[config.mk]
export PLATFORM = sky130hd
export DESIGN_NAME = cave_automaton_generation_step_flat
export DESIGN_NICKNAME = d
export VERILOG_FILES = /design/src/hw/rtl/cave_pkg.sv /design/src/hw/rtl/cave_in_if.sv /design/src/hw/rtl/cave_out_if.sv /design/src/hw/rtl/cave_lane.sv /design/src/hw/rtl/cave_gen.sv /design/src/hw/rtl/cave_out_queue.sv /design/src/hw/rtl/cave_automaton_generation_step.sv /design/src/flat_wrapper.sv
export SDC_FILE = /design/constraint.sdc
export NUM_CORES = 2
export LEC_CHECK = 0
export BUFFER_PORTS_ARGS = -buffer_cell sky130_fd_sc_hd__buf_2
export CORE_MARGIN = 2
export CORE_UTILIZATION = 45
export CTS_BUF_LIST = sky130_fd_sc_hd__clkbuf_8
export CTS_CLUSTER_DIAMETER = 120
export DETAILED_ROUTE_END_ITERATION = 6
export GPL_TIMING_DRIVEN = 0
export HOLD_SLACK_MARGIN = 0.06
export PLACE_DENSITY = 0.63
export SLEW_MARGIN = 20
export SYNTH_ARGS = -nofsm -noshare
export SYNTH_HDL_FRONTEND = slang
export SYNTH_SLANG_ARGS = --single-unit
[constraint.sdc]
create_clock -name clk -period 17 [get_ports clk]
set_input_delay 0.85 -clock clk [delete_from_list [all_inputs] [get_ports clk]]
set_output_delay 0.85 -clock clk [all_outputs]
set_load 0.02 [all_outputs]
[src/hw/rtl/cave_pkg.sv]
`timescale 1ns / 1ps
`default_nettype none
// ----------------------------------------------------------------------------
// cave_pkg
// Shared widths, types, register codes and helpers of the cave generation step
// ----------------------------------------------------------------------------
package cave_pkg;

	// grid geometry
	localparam int ROW_CELLS = 64;
	localparam int LEN_W     = 7;
	localparam int LIMIT_W   = 4;
	localparam int COUNT_W   = 4;

	// configuration port
	localparam int PADDR_W = 4;
	localparam int PDATA_W = 32;

	// output queue
	localparam int QUEUE_DEPTH = 4;
	localparam int QPTR_W      = $clog2(QUEUE_DEPTH);
	localparam int QCNT_W      = $clog2(QUEUE_DEPTH + 1);

	typedef logic [ROW_CELLS-1:0] row_t;
	typedef logic [LIMIT_W-1:0]   limit_t;
	typedef logic [LEN_W-1:0]     len_t;
	typedef logic [COUNT_W-1:0]   count_t;
	typedef logic [1:0]           reg_idx_t;

	// register indexes
	localparam reg_idx_t REG_SURVIVE_MIN = 2'd0;
	localparam reg_idx_t REG_FILL_ABOVE  = 2'd1;
	localparam reg_idx_t REG_ROW_LENGTH  = 2'd2;

	// register reset values
	localparam limit_t DEATH_RESET   = 4'd3;
	localparam limit_t BIRTH_RESET   = 4'd4;
	localparam len_t   ROW_LEN_RESET = 7'd64;

	typedef struct packed {
		row_t cells;
		logic last;
	} result_t;

	// up to two results written into the output queue per accepted row
	typedef struct packed {
		logic [1:0] count;
		result_t    first;
		result_t    second;
	} push_t;

	// cells in use: length 0 acts as 1, lengths past the row act as full row
	function automatic row_t used_mask(input len_t row_length);
		len_t n;
		row_t mask;
		n = row_length;
		if (n == len_t'(0))
			n = len_t'(1);
		else if (n > len_t'(ROW_CELLS))
			n = len_t'(ROW_CELLS);
		for (int i = 0; i < ROW_CELLS; i++)
			mask[i] = len_t'(i) < n;
		return mask;
	endfunction

endpackage
`default_nettype wire

[src/hw/rtl/cave_in_if.sv]
`timescale 1ns / 1ps
`default_nettype none
// ----------------------------------------------------------------------------
// cave_in_if
// Row channel into the block: one grid row per request
// ----------------------------------------------------------------------------
interface cave_in_if
	import cave_pkg::*;
();
	logic valid;
	logic ready;
	row_t row_cells;
	logic last_row;

	modport source (output valid, output row_cells, output last_row, input ready);
	modport sink   (input valid, input row_cells, input last_row, output ready);
endinterface
`default_nettype wire

[src/hw/rtl/cave_out_if.sv]
`timescale 1ns / 1ps
`default_nettype none
// ----------------------------------------------------------------------------
// cave_out_if
// Result channel out of the block: one next-generation row per request
// ----------------------------------------------------------------------------
interface cave_out_if
	import cave_pkg::*;
();
	logic valid;
	logic ready;
	row_t next_row_cells;
	logic last_out;

	modport source (output valid, output next_row_cells, output last_out, input ready);
	modport sink   (input valid, input next_row_cells, input last_out, output ready);
endinterface
`default_nettype wire

[src/hw/rtl/cave_lane.sv]
`timescale 1ns / 1ps
`default_nettype none
// ----------------------------------------------------------------------------
// cave_lane
// One cell: counts the walls among its eight neighbours and applies the rule
// ----------------------------------------------------------------------------
module cave_lane
	import cave_pkg::*;
(
	input  wire logic [2:0] up,
	input  wire logic [1:0] side,
	input  wire logic [2:0] down,
	input  wire logic       center,
	input  wire limit_t     survive_min,
	input  wire limit_t     fill_above,
	output logic            wall
);

	count_t cnt;

	// neighbour wall count, 0..8
	always_comb begin
		cnt = count_t'(up[0]) + count_t'(up[1]) + count_t'(up[2])
			+ count_t'(side[0]) + count_t'(side[1])
			+ count_t'(down[0]) + count_t'(down[1]) + count_t'(down[2]);
	end

	// walls survive at or above the death limit, open cells fill above birth
	always_comb begin
		if (center)
			wall = cnt >= survive_min;
		else
			wall = cnt > fill_above;
	end

endmodule
`default_nettype wire

[src/hw/rtl/cave_gen.sv]
`timescale 1ns / 1ps
`default_nettype none
// ----------------------------------------------------------------------------
// cave_gen
// One row of cell lanes side by side, merged into the next-generation row
// ----------------------------------------------------------------------------
module cave_gen
	import cave_pkg::*;
(
	input  wire row_t   up,
	input  wire row_t   mid,
	input  wire row_t   down,
	input  wire row_t   used,
	input  wire limit_t survive_min,
	input  wire limit_t fill_above,
	output row_t        next_row
);

	logic [ROW_CELLS+1:0] up_ext;
	logic [ROW_CELLS+1:0] mid_ext;
	logic [ROW_CELLS+1:0] down_ext;
	row_t                 lane_wall;

	// unused cells and both row ends read as outside walls
	assign up_ext   = {1'b1, up   | ~used, 1'b1};
	assign mid_ext  = {1'b1, mid  | ~used, 1'b1};
	assign down_ext = {1'b1, down | ~used, 1'b1};

	// one lane per cell
	for (genvar i = 0; i < ROW_CELLS; i++) begin : g_lane
		cave_lane u_lane (
			.up          (up_ext[i+2:i]),
			.side        ({mid_ext[i+2], mid_ext[i]}),
			.down        (down_ext[i+2:i]),
			.center      (mid_ext[i+1]),
			.survive_min (survive_min),
			.fill_above  (fill_above),
			.wall        (lane_wall[i])
		);
	end

	// merge lanes, cells past the row length are cleared
	assign next_row = lane_wall & used;

endmodule
`default_nettype wire

[src/hw/rtl/cave_out_queue.sv]
`timescale 1ns / 1ps
`default_nettype none
// ----------------------------------------------------------------------------
// cave_out_queue
// Small result queue: takes up to two a cycle, sends out one per ready cycle
// ----------------------------------------------------------------------------
module cave_out_queue
	import cave_pkg::*;
(
	input  wire logic  clk,
	input  wire logic  arst_n,
	input  wire push_t push,
	output logic       room,
	cave_out_if.source result
);

	result_t            entries_q [QUEUE_DEPTH];
	logic [QPTR_W-1:0]  wr_q;
	logic [QPTR_W-1:0]  rd_q;
	logic [QCNT_W-1:0]  count_q;
	logic               pop;
	logic [QPTR_W-1:0]  wr_next;

	// room for a full pair of results
	assign room    = count_q <= QCNT_W'(QUEUE_DEPTH - 2);
	assign pop     = result.valid && result.ready;
	assign wr_next = wr_q + QPTR_W'(1);

	assign result.valid          = count_q != '0;
	assign result.next_row_cells = entries_q[rd_q].cells;
	assign result.last_out       = entries_q[rd_q].last;

	// payload storage
	always_ff @(posedge clk) begin
		if (push.count != 2'd0)
			entries_q[wr_q] <= push.first;
		if (push.count == 2'd2)
			entries_q[wr_next] <= push.second;
	end

	// pointers and fill level
	always_ff @(posedge clk or negedge arst_n) begin
		if (!arst_n) begin
			wr_q    <= '0;
			rd_q    <= '0;
			count_q <= '0;
		end else begin
			wr_q    <= wr_q + QPTR_W'(push.count);
			if (pop)
				rd_q <= rd_q + QPTR_W'(1);
			count_q <= count_q + QCNT_W'(push.count) - QCNT_W'(pop);
		end
	end

	// fill level stays within the queue
	assert property (@(posedge clk) disable iff (!arst_n)
		count_q <= QCNT_W'(QUEUE_DEPTH))
		else $error("result queue overfilled");

	// results are only written when a pair fits
	assert property (@(posedge clk) disable iff (!arst_n)
		push.count != 2'd0 |-> room)
		else $error("result written without room");

	// a waiting result holds still
	assert property (@(posedge clk) disable iff (!arst_n)
		result.valid && !result.ready |=> result.valid
			&& $stable(result.next_row_cells) && $stable(result.last_out))
		else $error("waiting result changed");

endmodule
`default_nettype wire

[src/hw/rtl/cave_automaton_generation_step.sv]
`timescale 1ns / 1ps
`default_nettype none
// ----------------------------------------------------------------------------
// cave_automaton_generation_step
// One generation of the cave smoothing automaton over a streamed binary grid
// ----------------------------------------------------------------------------
// The block takes one grid row per cycle on grid and returns next-generation
// rows on result. A row's result is computed by 64 parallel cell lanes in the
// cycle that the row below it is accepted and is registered in the queue;
// a final row yields two results at once (one for a lone row) into a
// four-entry queue that sends one row a cycle while result is ready. The grid
// channel drops ready only while fewer than two queue entries are free, which
// happens only when the result side stalls; with result ready held high rows
// are taken every cycle. Limits and the row length sit in APB registers at
// byte addresses 0, 4 and 8 and should be written only between grids.
// ----------------------------------------------------------------------------
module cave_automaton_generation_step
	import cave_pkg::*;
(
	input  wire logic               clk,
	input  wire logic               arst_n,
	input  wire logic               psel,
	input  wire logic               penable,
	input  wire logic               pwrite,
	input  wire logic [PADDR_W-1:0] paddr,
	input  wire logic [PDATA_W-1:0] pwdata,
	output logic      [PDATA_W-1:0] prdata,
	output logic                    pready,
	cave_in_if.sink                 grid,
	cave_out_if.source              result
);

	limit_t   survive_min_q;
	limit_t   fill_above_q;
	len_t     row_length_q;
	row_t     above_q;
	row_t     middle_q;
	logic     mid_valid_q;
	reg_idx_t reg_idx;
	logic     cfg_write;
	logic     accept;
	logic     room;
	row_t     used;
	row_t     gen_a_up;
	row_t     gen_a_mid;
	row_t     gen_a_down;
	row_t     gen_a;
	row_t     gen_b;
	push_t    push;

	// configuration registers
	assign pready    = 1'b1;
	assign reg_idx   = paddr[PADDR_W-1:2];
	assign cfg_write = psel && penable && pwrite && pready;

	always_ff @(posedge clk or negedge arst_n) begin
		if (!arst_n) begin
			survive_min_q <= DEATH_RESET;
			fill_above_q  <= BIRTH_RESET;
			row_length_q  <= ROW_LEN_RESET;
		end else if (cfg_write) begin
			unique case (reg_idx)
				REG_SURVIVE_MIN: survive_min_q <= pwdata[LIMIT_W-1:0];
				REG_FILL_ABOVE:  fill_above_q  <= pwdata[LIMIT_W-1:0];
				REG_ROW_LENGTH:  row_length_q  <= pwdata[LEN_W-1:0];
				default: ;
			endcase
		end
	end

	// register readback
	always_comb begin
		unique case (reg_idx)
			REG_SURVIVE_MIN: prdata = PDATA_W'(survive_min_q);
			REG_FILL_ABOVE:  prdata = PDATA_W'(fill_above_q);
			REG_ROW_LENGTH:  prdata = PDATA_W'(row_length_q);
			default:         prdata = '0;
		endcase
	end

	// row handshake
	assign grid.ready = room;
	assign accept     = grid.valid && grid.ready;
	assign used       = used_mask(row_length_q);

	// first generator: middle row, or a lone row between walls
	assign gen_a_up   = mid_valid_q ? above_q   : '1;
	assign gen_a_mid  = mid_valid_q ? middle_q  : grid.row_cells;
	assign gen_a_down = mid_valid_q ? grid.row_cells : '1;

	cave_gen u_gen_a (
		.up          (gen_a_up),
		.mid         (gen_a_mid),
		.down        (gen_a_down),
		.used        (used),
		.survive_min (survive_min_q),
		.fill_above  (fill_above_q),
		.next_row    (gen_a)
	);

	// second generator: the final row with walls below
	cave_gen u_gen_b (
		.up          (middle_q),
		.mid         (grid.row_cells),
		.down        ('1),
		.used        (used),
		.survive_min (survive_min_q),
		.fill_above  (fill_above_q),
		.next_row    (gen_b)
	);

	// results into the queue
	always_comb begin
		push.first.cells  = gen_a;
		push.first.last   = !mid_valid_q;
		push.second.cells = gen_b;
		push.second.last  = 1'b1;
		priority if (!accept)
			push.count = 2'd0;
		else if (mid_valid_q)
			push.count = grid.last_row ? 2'd2 : 2'd1;
		else
			push.count = grid.last_row ? 2'd1 : 2'd0;
	end

	cave_out_queue u_queue (
		.clk    (clk),
		.arst_n (arst_n),
		.push   (push),
		.room   (room),
		.result (result)
	);

	// row window, cleared at the end of each grid
	always_ff @(posedge clk or negedge arst_n) begin
		if (!arst_n) begin
			above_q     <= '1;
			middle_q    <= '0;
			mid_valid_q <= 1'b0;
		end else if (accept) begin
			if (grid.last_row) begin
				above_q     <= '1;
				middle_q    <= '0;
				mid_valid_q <= 1'b0;
			end else begin
				if (mid_valid_q)
					above_q <= middle_q;
				middle_q    <= grid.row_cells;
				mid_valid_q <= 1'b1;
			end
		end
	end

	// a final row leaves the window as after reset
	assert property (@(posedge clk) disable iff (!arst_n)
		accept && grid.last_row |=> !mid_valid_q && (above_q == '1))
		else $error("grid window not cleared after final row");

	// a first row that is not final is held as the middle row
	assert property (@(posedge clk) disable iff (!arst_n)
		accept && !mid_valid_q && !grid.last_row |=> mid_valid_q)
		else $error("first row not held");

	// readback carries no bits above the widest register
	assert property (@(posedge clk) disable iff (!arst_n)
		prdata[PDATA_W-1:LEN_W] == '0)
		else $error("readback upper bits set");

endmodule
`default_nettype wire

[src/flat_wrapper.sv]
// flat-port wrapper written by rule: the top's interface ports become plain ports
module cave_automaton_generation_step_flat import cave_pkg::*;
  (clk, arst_n, psel, penable, pwrite, paddr, pwdata, prdata, pready, grid_valid, grid_row_cells, grid_last_row, grid_ready, result_valid, result_next_row_cells, result_last_out, result_ready);
  cave_in_if grid_i ();
  cave_out_if result_i ();
  input  wire logic clk;
  input  wire logic arst_n;
  input  wire logic psel;
  input  wire logic penable;
  input  wire logic pwrite;
  input  wire logic [PADDR_W-1:0] paddr;
  input  wire logic [PDATA_W-1:0] pwdata;
  output logic      [PDATA_W-1:0] prdata;
  output logic pready;
  input wire logic [$bits(grid_i.valid)-1:0] grid_valid;
  input wire logic [$bits(grid_i.row_cells)-1:0] grid_row_cells;
  input wire logic [$bits(grid_i.last_row)-1:0] grid_last_row;
  output wire logic [$bits(grid_i.ready)-1:0] grid_ready;
  output wire logic [$bits(result_i.valid)-1:0] result_valid;
  output wire logic [$bits(result_i.next_row_cells)-1:0] result_next_row_cells;
  output wire logic [$bits(result_i.last_out)-1:0] result_last_out;
  input wire logic [$bits(result_i.ready)-1:0] result_ready;
  assign grid_i.valid = grid_valid;
  assign grid_i.row_cells = grid_row_cells;
  assign grid_i.last_row = grid_last_row;
  assign grid_ready = grid_i.ready;
  assign result_valid = result_i.valid;
  assign result_next_row_cells = result_i.next_row_cells;
  assign result_last_out = result_i.last_out;
  assign result_i.ready = result_ready;
  cave_automaton_generation_step u_core (.clk(clk), .arst_n(arst_n), .psel(psel), .penable(penable), .pwrite(pwrite), .paddr(paddr), .pwdata(pwdata), .prdata(prdata), .pready(pready), .grid(grid_i), .result(result_i));
endmodule
==> run_results.csv <==
group,metric,value,unit
run_status,status,"complete, no violations",
die,rows,136,
global_route,antenna_found_initial,20,
drt,vias_per_cell,5.990,
setup_path,critPathMaxFanout,10,
drt,antenna_left,0,
sta,finalHoldViolations,0,
layout,multi_input_area,46010,µm²
layout,fillCellCount,12800,
global_route,grt_pass1_wl,314800,µm
cts,clock_path_buffers,3,
sta,fmax,128.3,MHz
yosys,synth_area_per_cell,9.279,µm²
sta,period_share,45.83,%
cts,cts_root_buffer,"clkbuf_8",
sta,fin_worst_skew,0.06049,ns
sta,final.setup.tns,0,ns
yosys,yosysSeqAreaShare,18.77,%
global_route,grt_usage,29.42,%
yosys,mappedNetlistArea,61960,µm²
drt,drt-total-wl,210800,µm
drt,drtIter0Drc,5179,
yosys,synth-seq-cells,411,
die,die_x,375.1,µm
min_path,hp-class,"in -> reg",
die,initial_core_util,45.18,%
yosys,synth_cells,6678,
setup_path,cp_num_buf_inv,7,
layout,drive_above_1_share,9.430,%
setup_path,arrival,8.24,ns
setup_path,crit_slowest_cell,"buf_2",
cts,cts_tree,"done",
layout,regArea,11640,µm²
cts,clk_latency,0.77,ns
die,core,137200,µm²
setup_path,cp_cell_sequence,"clkbuf_1, buf_2, buf_2, buf_2, buf_2, nand2_1, or2_2, fa_1, inv_1, fa_1, fa_1, inv_1, ha_1, fa_1, ha_1, a2111oi_0, nor4_1, o21ai_0, o22ai_1",
drt,wire_per_inst,23.87,µm
drt,drtPass1Iterations,6,
layout,postLayoutCellArea,67400,µm²
sta,finalSetupViolations,0,
sta,max_slew_margin,13.41,%
setup_path,critPathLaunchType,"flip-flop",
placed_design,dp_hpwl,160200,µm
yosys,synth_edf_count,256,
cts,ctsResizeCount,0,
sta,worst_slew_pin_slew,1.299,ns
sta,rsz0062_at_grt,"false",
global_route,gr-total-overflow,0,
setup_path,slowest_delay,0.77,ns
die,die_area,140700,µm²
yosys,ys.flop_type,"edfxtp_1",
global_route,grt_max_degree,76,
cts,cts.sinks,411,
setup_path,path_class,"reg -> reg",
global_route,grt_pass1_vias,52130,
placed_design,gp_congestion,0.9297,
placed_design,port_buffers,153,
setup_path,required,17.45,ns
cts,clk_pin_slew,0.06,ns
die,pin_count,208,
sta,period_needed,7.792,ns
layout,nets,8906,
drt,vias,52900,
run,cap_violations,0,
yosys,async_flop_share,36.74,%
yosys,yosysWarnings,0,
cts,cts_htree_levels,3,
die,die_y,375.1,µm
drt,drc,0,
cts,cts_made_buffers,82,
sta,drv_slew,0,
layout,syn2layout_area_growth,8.784,%
setup_path,crit_path_end_kind,"flip-flop",
setup_path,critical-path-top-delay-family,"buffers and inverters",
placed_design,dpl-instance-area,65790,µm²
yosys,synth.distinct_cells,79,
cells by family (layout without fill, tap and decap cells):
group,after synthesis,in the layout,share of synthesized area (%)
compound gates,1637,1637,15.94
other cells,2,32,0.01212
buf+inv,1125,1454,7.179
flops,411,411,18.77
xor+xnor,208,208,2.962
mux,141,141,3.667
fa+ha+maj,1854,1854,41.24
simple gates,1300,1300,10.22
layer usage:
| layer | share of wire, % | GRT usage, % | vias up |
|---|---|---|---|
| li1 | - | - | 24260 |
| met1 | 41 | 38.65 | 25660 |
| met2 | 44 | 46.69 | 2447 |
| met3 | 10 | 6.081 | 529 |
| met4 | 4.8 | 12.78 | 6 |
| met5 | 0.084 | 0.7547 | - |
flip-flops by register name (all words and copies together) (netlist names):
name	count
u_core.u_queue.wr_q	2
u_core.u_queue.rd_q	2
u_core.above_q	64
u_core.mid_valid_q	1
u_core.fill_above_q	4
u_core.row_length_q	7
u_core.middle_q	64
u_core.survive_min_q	4
u_core.u_queue.entries_q	260
u_core.u_queue.count_q	3
per-stage QoR:
step	util, %	worst slack (ns)	cells	hold slack, ns
final	49.15	9.208	8831	0.3291
after global routing	49.14	9.143	8826	0.3520
after CTS	49.13	9.465	8825	0.2904
after detailed placement	47.97	9.481	8672	0.4549
after global placement	47.44	6.405	8649	0.4506
after floorplan	-	11.58	6702	0.4373
final timing paths:
check | start | end | slack, ns | depth (start not counted)
setup / recovery | u_core.mid_valid_q | u_core.u_queue.entries_q[0][2] | 9.21 | 19
hold / removal | pwdata[3] | u_core.survive_min_q[3] | 0.33 | 3
setup reg to reg | u_core.mid_valid_q | u_core.u_queue.entries_q[0][2] | 9.21 | 19
hold reg to reg | u_core.u_queue.entries_q[2][0] | u_core.u_queue.entries_q[2][0] | 0.46 | 2
max in group asynchronous | arst_n | u_core.above_q[8] | 15.39 | 4
min in group asynchronous | arst_n | u_core.row_length_q[0] | 0.48 | 2
Yosys cell counts (all sizes together), types with 29 or more instances:
library cell,n,area (µm²)
ha,1515,18960
inv,912,3423
a21oi,570,2879
o21ai,411,2061
nand2,406,1529
nor2,332,1274
fa,320,6406
edfxtp,256,7687
o22ai,213,1333
nor2b,142,888.4
buf,118,668.1
xor2,116,1016
nand2b,102,638.1
clkbuf,95,356.6
a21o,92,690.7
xnor2,91,797.0
dfrtp,83,2077
or3,82,513.0
a22o,68,595.6
dfstp,68,1787
mux4,65,1464
or2,60,375.4
nand4,56,350.3
o211ai,50,375.4
o32ai,41,359.1
mux2,38,427.9
mux2i,38,380.4
a211oi,32,240.2
a41oi,30,262.8
nor3,29,150.1
worst min-delay path, stage by stage:
cell and delay, ns:
buf_2 0.10, nand2_1 0.04, o21ai_0 0.06
repair_timing:
action / CTS / global route
buffers inserted: 0 / 0
endpoints found under the hold margin: 9 / 0
hold buffers: 1 / 0
cell usage in the layout (no fill, tap or decap), types with 82 or more instances in the layout:
cell type	count
o21ai_0	404
or3_1	82
a21o_1	92
xor2_1	116
nor2b_1	142
o22ai_1	213
ha_1	1515
nand2_1	400
nor2_1	323
xnor2_1	91
dfrtp_1	82
inv_1	931
nand2b_1	102
buf_2	212
a21oi_1	562
edfxtp_1	256
fa_1	320
clkbuf_1	84
clkbuf_8	86
final cells by class:
cell class                      instances  share of cell area (%)
Clock inverter                         66                  0.5977
Tap cell                             1794                   3.330
Inverter                              912                   5.146
Antenna cell                            6                 0.02228
Timing Repair Buffer                  177                   2.072
Multi-Input combinational cell       5166                   68.26
Buffer                                213                   1.546
Clock buffer                           86                   1.756
Sequential cell                       411                   17.27
Power is left out: the tool's default activity adds up to more than one toggle a clock period on the data nets, which glitch-free logic cannot reach.
